<file path="src/sv/lds_pkg.sv">
package lds_pkg;

   localparam int MAX_REQUESTS = 32;
   localparam int BLOCK_COUNT  = 200;

   localparam int IDX_W = (MAX_REQUESTS > 1) ? $clog2(MAX_REQUESTS) : 1;
   localparam int CNT_W = $clog2(MAX_REQUESTS + 1);

   localparam int QUEUE_DEPTH = 4;
   localparam int QPTR_W      = $clog2(QUEUE_DEPTH);

   localparam int BLOCK_W = 8;
   localparam int MOVED_W = 9;

   localparam logic REQ_KIND_HEAD = 1'b0;

   typedef enum logic [1:0] {
      CMD_NONE,
      CMD_HEAD,
      CMD_ADD
   } cmd_kind_type;

   typedef struct packed {
      cmd_kind_type        kind;
      logic [BLOCK_W-1:0] blk;
      logic               last;
   } cmd_type;

   typedef enum logic [1:0] {
      ST_IDLE,
      ST_HEAD,
      ST_UP,
      ST_DOWN
   } back_state_type;

endpackage

</file>
<file path="src/sv/lds_front.sv">
module lds_front (
   input  logic                     req_tvalid,
   output logic                     req_tready,
   input  logic [7:0]               req_tdata,   // block
   input  logic                     req_tuser,   // req_type
   input  logic                     req_tlast,   // batch_end
   output logic                     push_valid,
   input  logic                     push_ready,
   output lds_pkg::cmd_type         push_cmd
);
   import lds_pkg::*;

   logic in_range;

   always_comb begin
      in_range        = 32'(req_tdata) < BLOCK_COUNT;
      push_valid      = req_tvalid;
      req_tready      = push_ready;
      push_cmd.blk    = req_tdata;
      push_cmd.last   = req_tlast;
      if (!in_range) begin
         push_cmd.kind = CMD_NONE;
      end else if (req_tuser == REQ_KIND_HEAD) begin
         push_cmd.kind = CMD_HEAD;
      end else begin
         push_cmd.kind = CMD_ADD;
      end
   end

endmodule

</file>
<file path="src/sv/lds_queue.sv">
module lds_queue (
   input  logic             clock,
   input  logic             reset,
   input  logic             push_valid,
   output logic             push_ready,
   input  lds_pkg::cmd_type push_cmd,
   output logic             pop_valid,
   input  logic             pop_ready,
   output lds_pkg::cmd_type pop_cmd
);
   import lds_pkg::*;

   cmd_type             entry_ff [QUEUE_DEPTH];
   logic [QPTR_W-1:0]   wr_ptr_ff, wr_ptr_in;
   logic [QPTR_W-1:0]   rd_ptr_ff, rd_ptr_in;
   logic [QPTR_W:0]     fill_ff, fill_in;
   logic                do_push, do_pop;

   always_comb begin
      push_ready = fill_ff != (QPTR_W+1)'(QUEUE_DEPTH);
      pop_valid  = fill_ff != '0;
      pop_cmd    = entry_ff[rd_ptr_ff];
      do_push    = push_valid && push_ready;
      do_pop     = pop_valid && pop_ready;
      wr_ptr_in  = do_push ? wr_ptr_ff + 1'b1 : wr_ptr_ff;
      rd_ptr_in  = do_pop ? rd_ptr_ff + 1'b1 : rd_ptr_ff;
      fill_in    = fill_ff;
      if (do_push && !do_pop) begin
         fill_in = fill_ff + 1'b1;
      end else if (do_pop && !do_push) begin
         fill_in = fill_ff - 1'b1;
      end
   end

   always_ff @(posedge clock) begin
      if (reset) begin
         wr_ptr_ff <= '0;
         rd_ptr_ff <= '0;
         fill_ff   <= '0;
      end else begin
         wr_ptr_ff <= wr_ptr_in;
         rd_ptr_ff <= rd_ptr_in;
         fill_ff   <= fill_in;
      end
   end

   always_ff @(posedge clock) begin
      if (do_push) begin
         entry_ff[wr_ptr_ff] <= push_cmd;
      end
   end

endmodule

</file>
<file path="src/sv/lds_back.sv">
module lds_back (
   input  logic             clock,
   input  logic             reset,
   input  logic             pop_valid,
   output logic             pop_ready,
   input  lds_pkg::cmd_type pop_cmd,
   output logic             rsp_tvalid,
   input  logic             rsp_tready,
   output logic [23:0]      rsp_tdata,   // served_block, moved_so_far, zero pad
   output logic             rsp_tuser,   // lost_requests
   output logic             rsp_tlast    // final_res
);
   import lds_pkg::*;

   back_state_type        state_ff, state_in;
   logic [BLOCK_W-1:0]    store_ff [MAX_REQUESTS];
   logic [BLOCK_W-1:0]    store_in [MAX_REQUESTS];
   logic                  store_we;
   logic [CNT_W-1:0]      count_ff, count_in;
   logic [CNT_W-1:0]      below_ff, below_in;
   logic [BLOCK_W-1:0]    head_ff, head_in;
   logic                  ovf_ff, ovf_in;
   logic [IDX_W-1:0]      idx_ff, idx_in;

   logic                  out_valid_ff, out_valid_in;
   logic [BLOCK_W-1:0]    out_block_ff, out_block_in;
   logic [MOVED_W-1:0]    out_moved_ff, out_moved_in;
   logic                  out_last_ff, out_last_in;
   logic                  out_lost_ff, out_lost_in;

   logic                  slot_free;
   logic [MAX_REQUESTS-1:0] greater;
   logic [BLOCK_W-1:0]    rd_value;
   logic [BLOCK_W-1:0]    step;
   logic [MOVED_W:0]      moved_sum;
   logic [MOVED_W-1:0]    moved_next;
   logic [CNT_W-1:0]      last_pos;
   logic [CNT_W-1:0]      below_dec;
   logic                  at_top;

   // sorted insert: entries above the new value move up by one
   always_comb begin
      for (int i = 0; i < MAX_REQUESTS; i++) begin
         greater[i] = (CNT_W'(i) < count_ff) && (store_ff[i] > pop_cmd.blk);
      end
      for (int i = 0; i < MAX_REQUESTS; i++) begin
         if (i > 0 && greater[(i > 0) ? i - 1 : 0]) begin
            store_in[i] = store_ff[(i > 0) ? i - 1 : 0];
         end else if (greater[i] || CNT_W'(i) == count_ff) begin
            store_in[i] = pop_cmd.blk;
         end else begin
            store_in[i] = store_ff[i];
         end
      end
   end

   always_comb begin
      slot_free  = !out_valid_ff || rsp_tready;
      rd_value   = store_ff[idx_ff];
      step       = (rd_value >= out_block_ff) ? rd_value - out_block_ff
                                              : out_block_ff - rd_value;
      moved_sum  = {1'b0, out_moved_ff} + (MOVED_W+1)'(step);
      moved_next = moved_sum[MOVED_W] ? '1 : moved_sum[MOVED_W-1:0];
      last_pos   = count_ff - 1'b1;
      below_dec  = below_ff - 1'b1;
      at_top     = CNT_W'(idx_ff) == last_pos;
   end

   always_comb begin
      state_in     = state_ff;
      count_in     = count_ff;
      below_in     = below_ff;
      head_in      = head_ff;
      ovf_in       = ovf_ff;
      idx_in       = idx_ff;
      store_we     = 1'b0;
      pop_ready    = 1'b0;
      out_valid_in = out_valid_ff && !rsp_tready;
      out_block_in = out_block_ff;
      out_moved_in = out_moved_ff;
      out_last_in  = out_last_ff;
      out_lost_in  = out_lost_ff;

      case (state_ff)
         ST_IDLE: begin
            pop_ready = 1'b1;
            if (pop_valid) begin
               case (pop_cmd.kind)
                  CMD_HEAD: begin
                     head_in  = pop_cmd.blk;
                     count_in = '0;
                     below_in = '0;
                     ovf_in   = 1'b0;
                  end
                  CMD_ADD: begin
                     if (count_ff < CNT_W'(MAX_REQUESTS)) begin
                        store_we = 1'b1;
                        count_in = count_ff + 1'b1;
                        if (pop_cmd.blk < head_ff) begin
                           below_in = below_ff + 1'b1;
                        end
                     end else begin
                        ovf_in = 1'b1;
                     end
                  end
                  default: begin
                  end
               endcase
               if (pop_cmd.last) begin
                  state_in = ST_HEAD;
               end
            end
         end
         ST_HEAD: begin
            if (slot_free) begin
               out_valid_in = 1'b1;
               out_block_in = head_ff;
               out_moved_in = '0;
               out_lost_in  = ovf_ff;
               out_last_in  = count_ff == '0;
               if (count_ff == '0) begin
                  state_in = ST_IDLE;
               end else if (below_ff < count_ff) begin
                  idx_in   = below_ff[IDX_W-1:0];
                  state_in = ST_UP;
               end else begin
                  idx_in   = below_dec[IDX_W-1:0];
                  state_in = ST_DOWN;
               end
            end
         end
         ST_UP: begin
            if (slot_free) begin
               out_valid_in = 1'b1;
               out_block_in = rd_value;
               out_moved_in = moved_next;
               out_last_in  = at_top && below_ff == '0;
               if (!at_top) begin
                  idx_in = idx_ff + 1'b1;
               end else if (below_ff == '0) begin
                  state_in = ST_IDLE;
               end else begin
                  idx_in   = below_dec[IDX_W-1:0];
                  state_in = ST_DOWN;
               end
            end
         end
         ST_DOWN: begin
            if (slot_free) begin
               out_valid_in = 1'b1;
               out_block_in = rd_value;
               out_moved_in = moved_next;
               out_last_in  = idx_ff == '0;
               if (idx_ff == '0) begin
                  state_in = ST_IDLE;
               end else begin
                  idx_in = idx_ff - 1'b1;
               end
            end
         end
         default: begin
            state_in = ST_IDLE;
         end
      endcase
   end

   always_ff @(posedge clock) begin
      if (reset) begin
         state_ff     <= ST_IDLE;
         count_ff     <= '0;
         below_ff     <= '0;
         head_ff      <= '0;
         ovf_ff       <= 1'b0;
         out_valid_ff <= 1'b0;
      end else begin
         state_ff     <= state_in;
         count_ff     <= count_in;
         below_ff     <= below_in;
         head_ff      <= head_in;
         ovf_ff       <= ovf_in;
         out_valid_ff <= out_valid_in;
      end
   end

   always_ff @(posedge clock) begin
      idx_ff       <= idx_in;
      out_block_ff <= out_block_in;
      out_moved_ff <= out_moved_in;
      out_last_ff  <= out_last_in;
      out_lost_ff  <= out_lost_in;
      if (store_we) begin
         for (int i = 0; i < MAX_REQUESTS; i++) begin
            store_ff[i] <= store_in[i];
         end
      end
   end

   always_comb begin
      rsp_tvalid = out_valid_ff;
      rsp_tdata  = {(24 - BLOCK_W - MOVED_W)'(0), out_moved_ff, out_block_ff};
      rsp_tuser  = out_lost_ff;
      rsp_tlast  = out_last_ff;
   end

endmodule

</file>
<file path="src/sv/look_disk_scheduler_unit.sv">
// LOOK disk scheduler.
// req channel: one beat per item. tdata[7:0] is the block, tuser is the kind
// (0 sets the head and clears the batch, 1 adds a request), tlast ends a batch.
// Blocks of 200 and up are ignored. Up to 32 requests are kept in sorted order.
// rsp channel: on a tlast beat the access order is sent: the head, then the
// requests at or above it ascending, then those below it descending.
// tdata[7:0] block, tdata[16:8] movement so far, tuser set when a request was
// dropped for lack of space, tlast on the last beat of the order.
// Timing: a four-entry queue decouples the request side from the sorter. The
// sorter takes one queued item per cycle while idle (each add is a sorted
// insert); a tlast item then keeps it busy until the whole order is sent,
// one result at a time through the single read port on the store. The first
// result beat passes the queue, the head state and the rsp register.
// rsp is registered; while rsp_tready is low the result holds and the sorter
// waits, and req keeps being accepted until the queue is full.
// Reset empties the queue and the batch, with the head at block 0.
module look_disk_scheduler_unit (
   input  logic        clock,
   input  logic        reset,
   input  logic        req_tvalid,
   output logic        req_tready,
   input  logic [7:0]  req_tdata,   // block
   input  logic        req_tuser,   // req_type
   input  logic        req_tlast,   // batch_end
   output logic        rsp_tvalid,
   input  logic        rsp_tready,
   output logic [23:0] rsp_tdata,   // served_block [7:0], moved_so_far [16:8], zero pad
   output logic        rsp_tuser,   // lost_requests
   output logic        rsp_tlast    // final_res
);
   import lds_pkg::*;

   logic    push_valid, push_ready;
   cmd_type push_cmd;
   logic    pop_valid, pop_ready;
   cmd_type pop_cmd;

   lds_front u_front (
      .req_tvalid (req_tvalid),
      .req_tready (req_tready),
      .req_tdata  (req_tdata),
      .req_tuser  (req_tuser),
      .req_tlast  (req_tlast),
      .push_valid (push_valid),
      .push_ready (push_ready),
      .push_cmd   (push_cmd)
   );

   lds_queue u_queue (
      .clock      (clock),
      .reset      (reset),
      .push_valid (push_valid),
      .push_ready (push_ready),
      .push_cmd   (push_cmd),
      .pop_valid  (pop_valid),
      .pop_ready  (pop_ready),
      .pop_cmd    (pop_cmd)
   );

   lds_back u_back (
      .clock      (clock),
      .reset      (reset),
      .pop_valid  (pop_valid),
      .pop_ready  (pop_ready),
      .pop_cmd    (pop_cmd),
      .rsp_tvalid (rsp_tvalid),
      .rsp_tready (rsp_tready),
      .rsp_tdata  (rsp_tdata),
      .rsp_tuser  (rsp_tuser),
      .rsp_tlast  (rsp_tlast)
   );

endmodule

</file>
<file path="config.mk">
export PLATFORM = sky130hd
export DESIGN_NAME = look_disk_scheduler_unit
export DESIGN_NICKNAME = d
export VERILOG_FILES = /design/src/sv/lds_pkg.sv /design/src/sv/lds_front.sv /design/src/sv/lds_queue.sv /design/src/sv/lds_back.sv /design/src/sv/look_disk_scheduler_unit.sv
export SDC_FILE = /design/constraint.sdc
export NUM_CORES = 1
export LEC_CHECK = 0
export ABC_AREA = 1
export BUFFER_PORTS_ARGS = -buffer_cell sky130_fd_sc_hd__buf_2
export CAP_MARGIN = 20
export CORE_MARGIN = 2
export CORE_UTILIZATION = 60
export CTS_CLUSTER_DIAMETER = 100
export DETAILED_ROUTE_END_ITERATION = 16
export GPL_TIMING_DRIVEN = 0
export HOLD_SLACK_MARGIN = 0.12
export PLACE_DENSITY = 0.77
export SLEW_MARGIN = 20
export SYNTH_ARGS = -nofsm -noshare
export SYNTH_HDL_FRONTEND = slang
export SYNTH_HIERARCHICAL = 1
export SYNTH_SLANG_ARGS = --single-unit
</file>
<file path="constraint.sdc">
create_clock -name clock -period 5.9 [get_ports clock]
set_clock_uncertainty 0.05 [all_clocks]
set_input_delay 0 -clock clock [delete_from_list [all_inputs] [get_ports clock]]
set_output_delay 0 -clock clock [all_outputs]
set_load 0.05 [all_outputs]
</file>
==> results.toml, run 1 <==
[routing]
drtPass1Iterations = 7
first_iter_violations = 3521
viasPerCell = 6.44
routed_wl_mm = 94.0
vias = 25100
drc = 0
post_drt_wl_per_cell_um = 24.2
antenna_left = 0

[cts]
numCtsBuffers = 41
clock_latency_ps = 590
post-cts-setup-buffer-count = 0
numClockSinks = 362
htreeDepth = 2
root_buffer = "clkbuf_16"
cts_buffer_depth = 3
cts_tree = "done"
clk_pin_slew_worst_paths_ps = 60

[sta]
slew_headroom_pct = 13.0
rsz0062_at_grt = "false"
worst_pin_slew_ps = 1310
hold_viol = 0
setup_viol = 0
post-route-min-period_ps = 5670
final.setup.tns_ps = 0
fin_crit_sh_pct = 96.2
clock.fmax_ghz = 0.176
slew_violations = 0

[flow_run]
cap_violations = 0

[setup_path]
r2r_slack_ps = 230
rr_endpoint = "u_back/out_moved_ff[6]"
cp_num_cells = 26
crit_path_max_incr_delay_ps = 700
worstSetupPathType = "reg -> reg"
required_ps = 6170
crit_family = "simple AND/OR/NAND/NOR gates"
worst_setup_path_end_kind = "register"
cpMostUsedCell = "nand2_1"
worstPathArrival_ps = 5950
startpoint_type = "register"
cp_max_fo = 10
cp_slowest_cell = "clkbuf_1"
crit_buf_inv = 5
r2r_cells = 26
crit_path_end = "u_back/out_moved_ff[6]"

[place]
dp_cells = 3797
hpwl_mm = 68.7
place_area_um2 = 27300
place_congestion = 1.11
port_buffers = 29

[floorplanning]
rows = 76
dieArea_um2 = 45200
fp.coreArea_um2 = 43100
die_width_um = 213
ioPinCount = 42
initial_utilization_pct = 60.7
dieHeight_um = 213

[layout]
stdcell_count = 3890
fin_area_um2 = 28900
nets = 3595
area_growth_pct = 10.5
finish.utilization_pct = 67.0
final_layout_size_suffix_gt1_share_pct = 9.38

[synth]
synthDistinctLibCells = 55
synth-seq-area-share_pct = 40.1
netlist_area_um2 = 26100
yosysWarnings = 6
ys.flop_type = "edfxtp_1"
synth-edff-count = 324
netlist.area_leader.share_pct = 37.2
netlist_instances = 3164
synthTopCellsByArea = "edfxtp_1, ha_1, nand2_1, a21oi_1, inv_1"
ys_ff_latch = 362
yosysTopAreaCell = "edfxtp_1"
postSynthAreaPerCell_um2 = 8.26
synthArstFlopShare_pct = 0

[worst_hold_path]
hp-class = "in -> reg"

[grt]
grt_pass1_wl_mm = 138
antenna_found_initial = 0
grt_max_degree = 30
grtUsageTotal_pct = 41.2
grt_pass1_vias = 23700
gr-total-overflow = 0

[pwr]
p_total_mw = 18.3
p_leak_nw = 13.0
power_density_nw_per_um2 = 634
ir_drop_mv = 0.620

[run_status]
status = "finished clean"
layout by cell type (no fill, tap or decap), drive strengths merged, types with 2 or more instances in the layout:
| master | count |
|---|---|
| a211oi | 6 |
| o21ai | 291 |
| edfxtp | 324 |
| ha | 305 |
| o22ai | 11 |
| a21o | 4 |
| a21boi | 3 |
| clkinv | 19 |
| nand4 | 39 |
| inv | 324 |
| or2 | 3 |
| a22oi | 2 |
| dfxtp | 38 |
| xnor2 | 5 |
| a221oi | 2 |
| or3 | 2 |
| a21oi | 381 |
| nand3b | 4 |
| xor2 | 20 |
| fa | 4 |
| a31oi | 12 |
| nand2 | 612 |
| nor3 | 13 |
| o21bai | 3 |
| o211ai | 44 |
| o21a | 15 |
| conb | 7 |
| buf | 143 |
| clkbuf | 99 |
| bufinv | 6 |
| clkinvlp | 5 |
| nor2 | 313 |
| nand3 | 221 |
| dlygate4sd3 | 18 |
cell usage after synthesis, types with 42 or more instances:
library cell	count
buf_2	54
nor2_1	298
edfxtp_1	324
ha_1	305
nand2_1	595
nand3_1	212
a21oi_1	366
inv_1	306
o21ai_1	60
o21ai_0	214
clkbuf_1	51
o211ai_1	42
registers in the layout, indices dropped and copies added, names as in the netlist, 2 cells and up, named ones only:
register / cells
u_back/below_ff: 6
u_back/count_ff: 6
u_back/head_ff: 8
u_back/idx_ff: 5
u_back/out_block_ff: 8
u_back/out_moved_ff: 9
u_back/state_ff: 2
u_back/store_ff: 256
u_queue/entry_ff: 44
u_queue/fill_ff: 3
u_queue/rd_ptr_ff: 2
u_queue/wr_ptr_ff: 2
tightest hold or removal path, delay by kind of cell:
kind	cells	cell delay, ps
buffers and inverters	2	700
AOI/OAI and AO/OA	1	50
cell families (layout without fill, tap and decap cells):
| family | Yosys count | in the layout | share of synthesized area (%) |
|---|---|---|---|
| AO/OA/AOI/OAI | 779 | 779 | 16.4 |
| XOR/XNOR | 25 | 25 | 0.838 |
| adder cells (fa/ha/maj) | 309 | 309 | 14.9 |
| buffers and inverters | 480 | 614 | 7.97 |
| flip-flops | 362 | 362 | 40.1 |
| other | 1 | 8 | 0.0144 |
| AND/OR/NAND/NOR | 1208 | 1208 | 19.7 |
per-layer routing:
metal / up-vias / wire length (um) / track usage [%] / share of wire (%)
met1: 11700 / 34700 / 52.1 / 37
met5: - / 0 / 0 / 0
met4: 0 / 6620 / 25.5 / 7.0
met3: 448 / 12900 / 12.4 / 14
met2: 1812 / 39800 / 62.1 / 42
li1: 11100 / - / - / -
per-stage QoR:
stage / setup slack (ps) / hold WS [ps]
floorplan: 1790 / 19.1
global placement: -1390 / 151
detailed placement: 405 / 155
CTS: 379 / 135
global route: 3.19 / 179
finish: 226 / 158
report_power, final:
part	switching, mW	total (mW)	internal [mW]
Combinational	8.21	12.0	3.80
Sequential	0.220	3.66	3.44
Clock	1.11	2.65	1.55
layout make-up:
| class | count | area [um^2] |
|---|---|---|
| clock inverters | 28 | 322 |
| well taps | 585 | 732 |
| multi-input cells | 2328 | 13600 |
| clock buffers | 47 | 1050 |
| fillers | 3522 | 14200 |
| inverters | 326 | 1230 |
| repair buffers | 60 | 577 |
| flip-flops and latches | 362 | 10500 |
| diodes | 1 | 2.50 |
| plain buffers | 153 | 876 |
worst min-delay path by stage:
stage / slack (ps) / cells after the start / startpoint / end
floorplan: 20 / 1 / reset / register
global placement: 150 / 1 / req_tdata[0] / u_queue/entry_ff[2][1]
detailed placement: 150 / 1 / req_tdata[0] / u_queue/entry_ff[2][1]
CTS: 130 / 3 / reset / u_queue/rd_ptr_ff[0]
global route: 180 / 3 / reset / u_queue/rd_ptr_ff[0]
finish: 160 / 3 / reset / u_queue/rd_ptr_ff[0]
what timing repair did:
action                                  in CTS  in global routing
endpoints found under the setup margin       0                  9
resized for setup                            0                  4
hold buffers                                18                  0
endpoints found under the hold margin      120                  0
(Power assumes the default switching activity.)
==> run 2, diff against run 1 <==
Settings changed: ABC_AREA 1 to unset.
==> run 2 against run 1 <==
  * Critical path depth down 6
  * Clock power about the same
  * Non-clock buffer count down 28
  * Setup slack worse by 62 ps
  * First-iteration DRC count down 33%
  * Critical path type unchanged
==> results.toml, run 2 <==
[floorplanning]
ioPinCount = 42
dieArea_um2 = 43600
initial_utilization_pct = 60.4
rows = 75
dieHeight_um = 209
die_width_um = 209
fp.coreArea_um2 = 41700

[routing]
post_drt_wl_per_cell_um = 27.3
antenna_left = 0
vias = 19100
first_iter_violations = 2376
viasPerCell = 6.92
routed_wl_mm = 75.4
drtPass1Iterations = 6
drc = 0

[setup_path]
cp_slowest_cell = "mux4_2"
worstSetupPathType = "reg -> reg"
startpoint_type = "register"
required_ps = 6180
worst_setup_path_end_kind = "register"
cp_max_fo = 6
worstPathArrival_ps = 6010
crit_family = "multiplexers"
path_cells = "buf_12, buf_12, buf_6, mux4_2, mux4_2, mux2i_2, inv_1, ha_1, a21bo_2, a31oi_4, o22ai_4, mux2_4, fa_1, a21o_1, a21oi_2, nor2b_1, o21a_1, o31a_1, o311ai_2, nor2_1"
crit_path_max_incr_delay_ps = 570
crit_buf_inv = 4

[synth]
yosysTopAreaCell = "edfxtp_1"
synthDistinctLibCells = 85
postSynthAreaPerCell_um2 = 12.2
netlist_area_um2 = 25100
yosysWarnings = 6
synthTopCellsByArea = "edfxtp_1, ha_1, mux2_2, mux4_2, dfxtp_1"
synthArstFlopShare_pct = 0
synth_common_cells = "edfxtp_1, ha_1, mux2_2, a21oi_1, o21ai_0"
ys.flop_type = "edfxtp_1"
ys_ff_latch = 362
synth-edff-count = 324
synth_most_common_cell = "edfxtp_1"
synth-seq-area-share_pct = 41.7
netlist.area_leader.share_pct = 38.7
netlist_instances = 2066

[pwr]
p_total_mw = 15.8
p_leak_nw = 10.7
ir_drop_mv = 0.658
power_density_nw_per_um2 = 563

[cts]
numClockSinks = 362
clock_latency_ps = 600
clk_pin_slew_worst_paths_ps = 60
root_buffer = "clkbuf_16"
cts_tree = "done"
htreeDepth = 2
numCtsBuffers = 42
cts_buffer_depth = 3

[sta]
hold_viol = 0
fin_crit_sh_pct = 97.2
slew_headroom_pct = 23.6
setup_viol = 0
whs_ps = 232
final.setup.tns_ps = 0
slew_violations = 0
clock.fmax_ghz = 0.174
post-route-min-period_ps = 5740
worst_pin_slew_ps = 1150
setup_slack_ps = 164

[place]
port_buffers = 28
dp_cells = 2647
hpwl_mm = 54.5
place_congestion = 1.01
pre_cts_ws_ps = -1380
place_area_um2 = 26100

[grt]
antenna_found_initial = 2
grt_pass1_vias = 18900
grtUsageTotal_pct = 34.5
grt_pass1_wl_mm = 113
grt_max_degree = 39
gr-total-overflow = 0

[layout]
mostFrequentLayoutCell = "edfxtp_1"
reg_top3 = "u_back/store_ff: 256 flops, u_queue/entry_ff: 44 flops, u_back/out_moved_ff: 9 flops"
stdcell_count = 2762
fin_area_um2 = 28200
top_register = "u_back/store_ff"
final_layout_size_suffix_gt1_share_pct = 24.1
finish.utilization_pct = 67.6
final_cell_mix = "edfxtp_1, ha_1, mux2_2"
area_growth_pct = 12.0
fillers = 3008
largest_register_ffs = 256
nets = 2503

[worst_hold_path]
hp-class = "in -> reg"

[run_status]
status = "finished clean"

[flow_run]
cap_violations = 0
run 2: cell count changes in the layout (fill, tap and decap cells not counted), moves of 48 or more:
cell     delta
o21ai_1    -51
nor2_1    -222
a21oi_1   -258
nand2_1   -508
a21o_1     +48
o21a_1     +59
inv_1     -225
mux4_2     +90
o21ai_0   -105
mux2_2    +211
nand3_1   -161
run 2: final timing paths:
check | startpoint | endpoint | slack (ps) | cells after the start
worst max-delay path | register | u_back/out_moved_ff[8] | 160 | 20
worst min-delay path | req_tdata[4] | u_queue/entry_ff[3][5] | 230 | 3
worst max register to register | register | u_back/out_moved_ff[8] | 160 | 20
worst min register to register | u_back/ovf_ff | u_back/rsp_tuser | 430 | 0
run 2: cell type report:
type	instances	area, um^2	area share (%)
multi-input combinational	1507	13900	49.5
sequential	362	10500	37.3
clock buffer	52	1100	3.90
tap	539	674	2.40
timing repair buffer	74	667	2.37
buffer	111	664	2.36
inverter	90	338	1.20
clock inverter	26	279	0.991
antenna	1	2.50	0.00889
run 2: routing by layer:
| layer | share of wire, % | up-vias | track usage (%) |
|---|---|---|---|
| met5 | 0.013 | - | 0 |
| met3 | 10 | 240 | 7.81 |
| met2 | 45 | 1146 | 53.6 |
| li1 | - | 8243 | - |
| met4 | 5.0 | 2 | 15.7 |
| met1 | 40 | 9471 | 46.4 |
run 2: cells by family after synthesis:
family | after synthesis | share of synthesized area (%)
xor+xnor | 36 | 1.25
fa+ha+maj | 301 | 15.1
mux | 321 | 18.4
other cells | 1 | 0.0149
flops | 362 | 41.7
simple gates | 376 | 7.54
buf+inv | 203 | 3.48
compound gates | 466 | 12.5
run 2: where the power goes:
part	internal [mW]	total, mW	switching, mW
sequential	3.33	3.50	0.174
clock	1.55	2.66	1.11
combinational	4.20	9.68	5.48
run 2: worst register-to-register path: cells and delay by family (launching register included):
kind	cells	cell delay, ps
buffers and inverters	4	560
flip-flops	1	400
AND/OR/NAND/NOR	2	140
multiplexers	4	1850
AO/OA/AOI/OAI	8	1630
adder cells (fa/ha/maj)	2	820
run 2: timing repair:
| item | CTS | global route |
|---|---|---|
| endpoints found under the setup margin | 9 | 9 |
| endpoints found under the hold margin | 78 | 0 |
| gates resized for setup | 45 | 35 |
| hold buffers | 18 | 0 |
| pin swaps | 1 | 7 |
| buffers inserted | 4 | 15 |
| gates cloned | 0 | 1 |
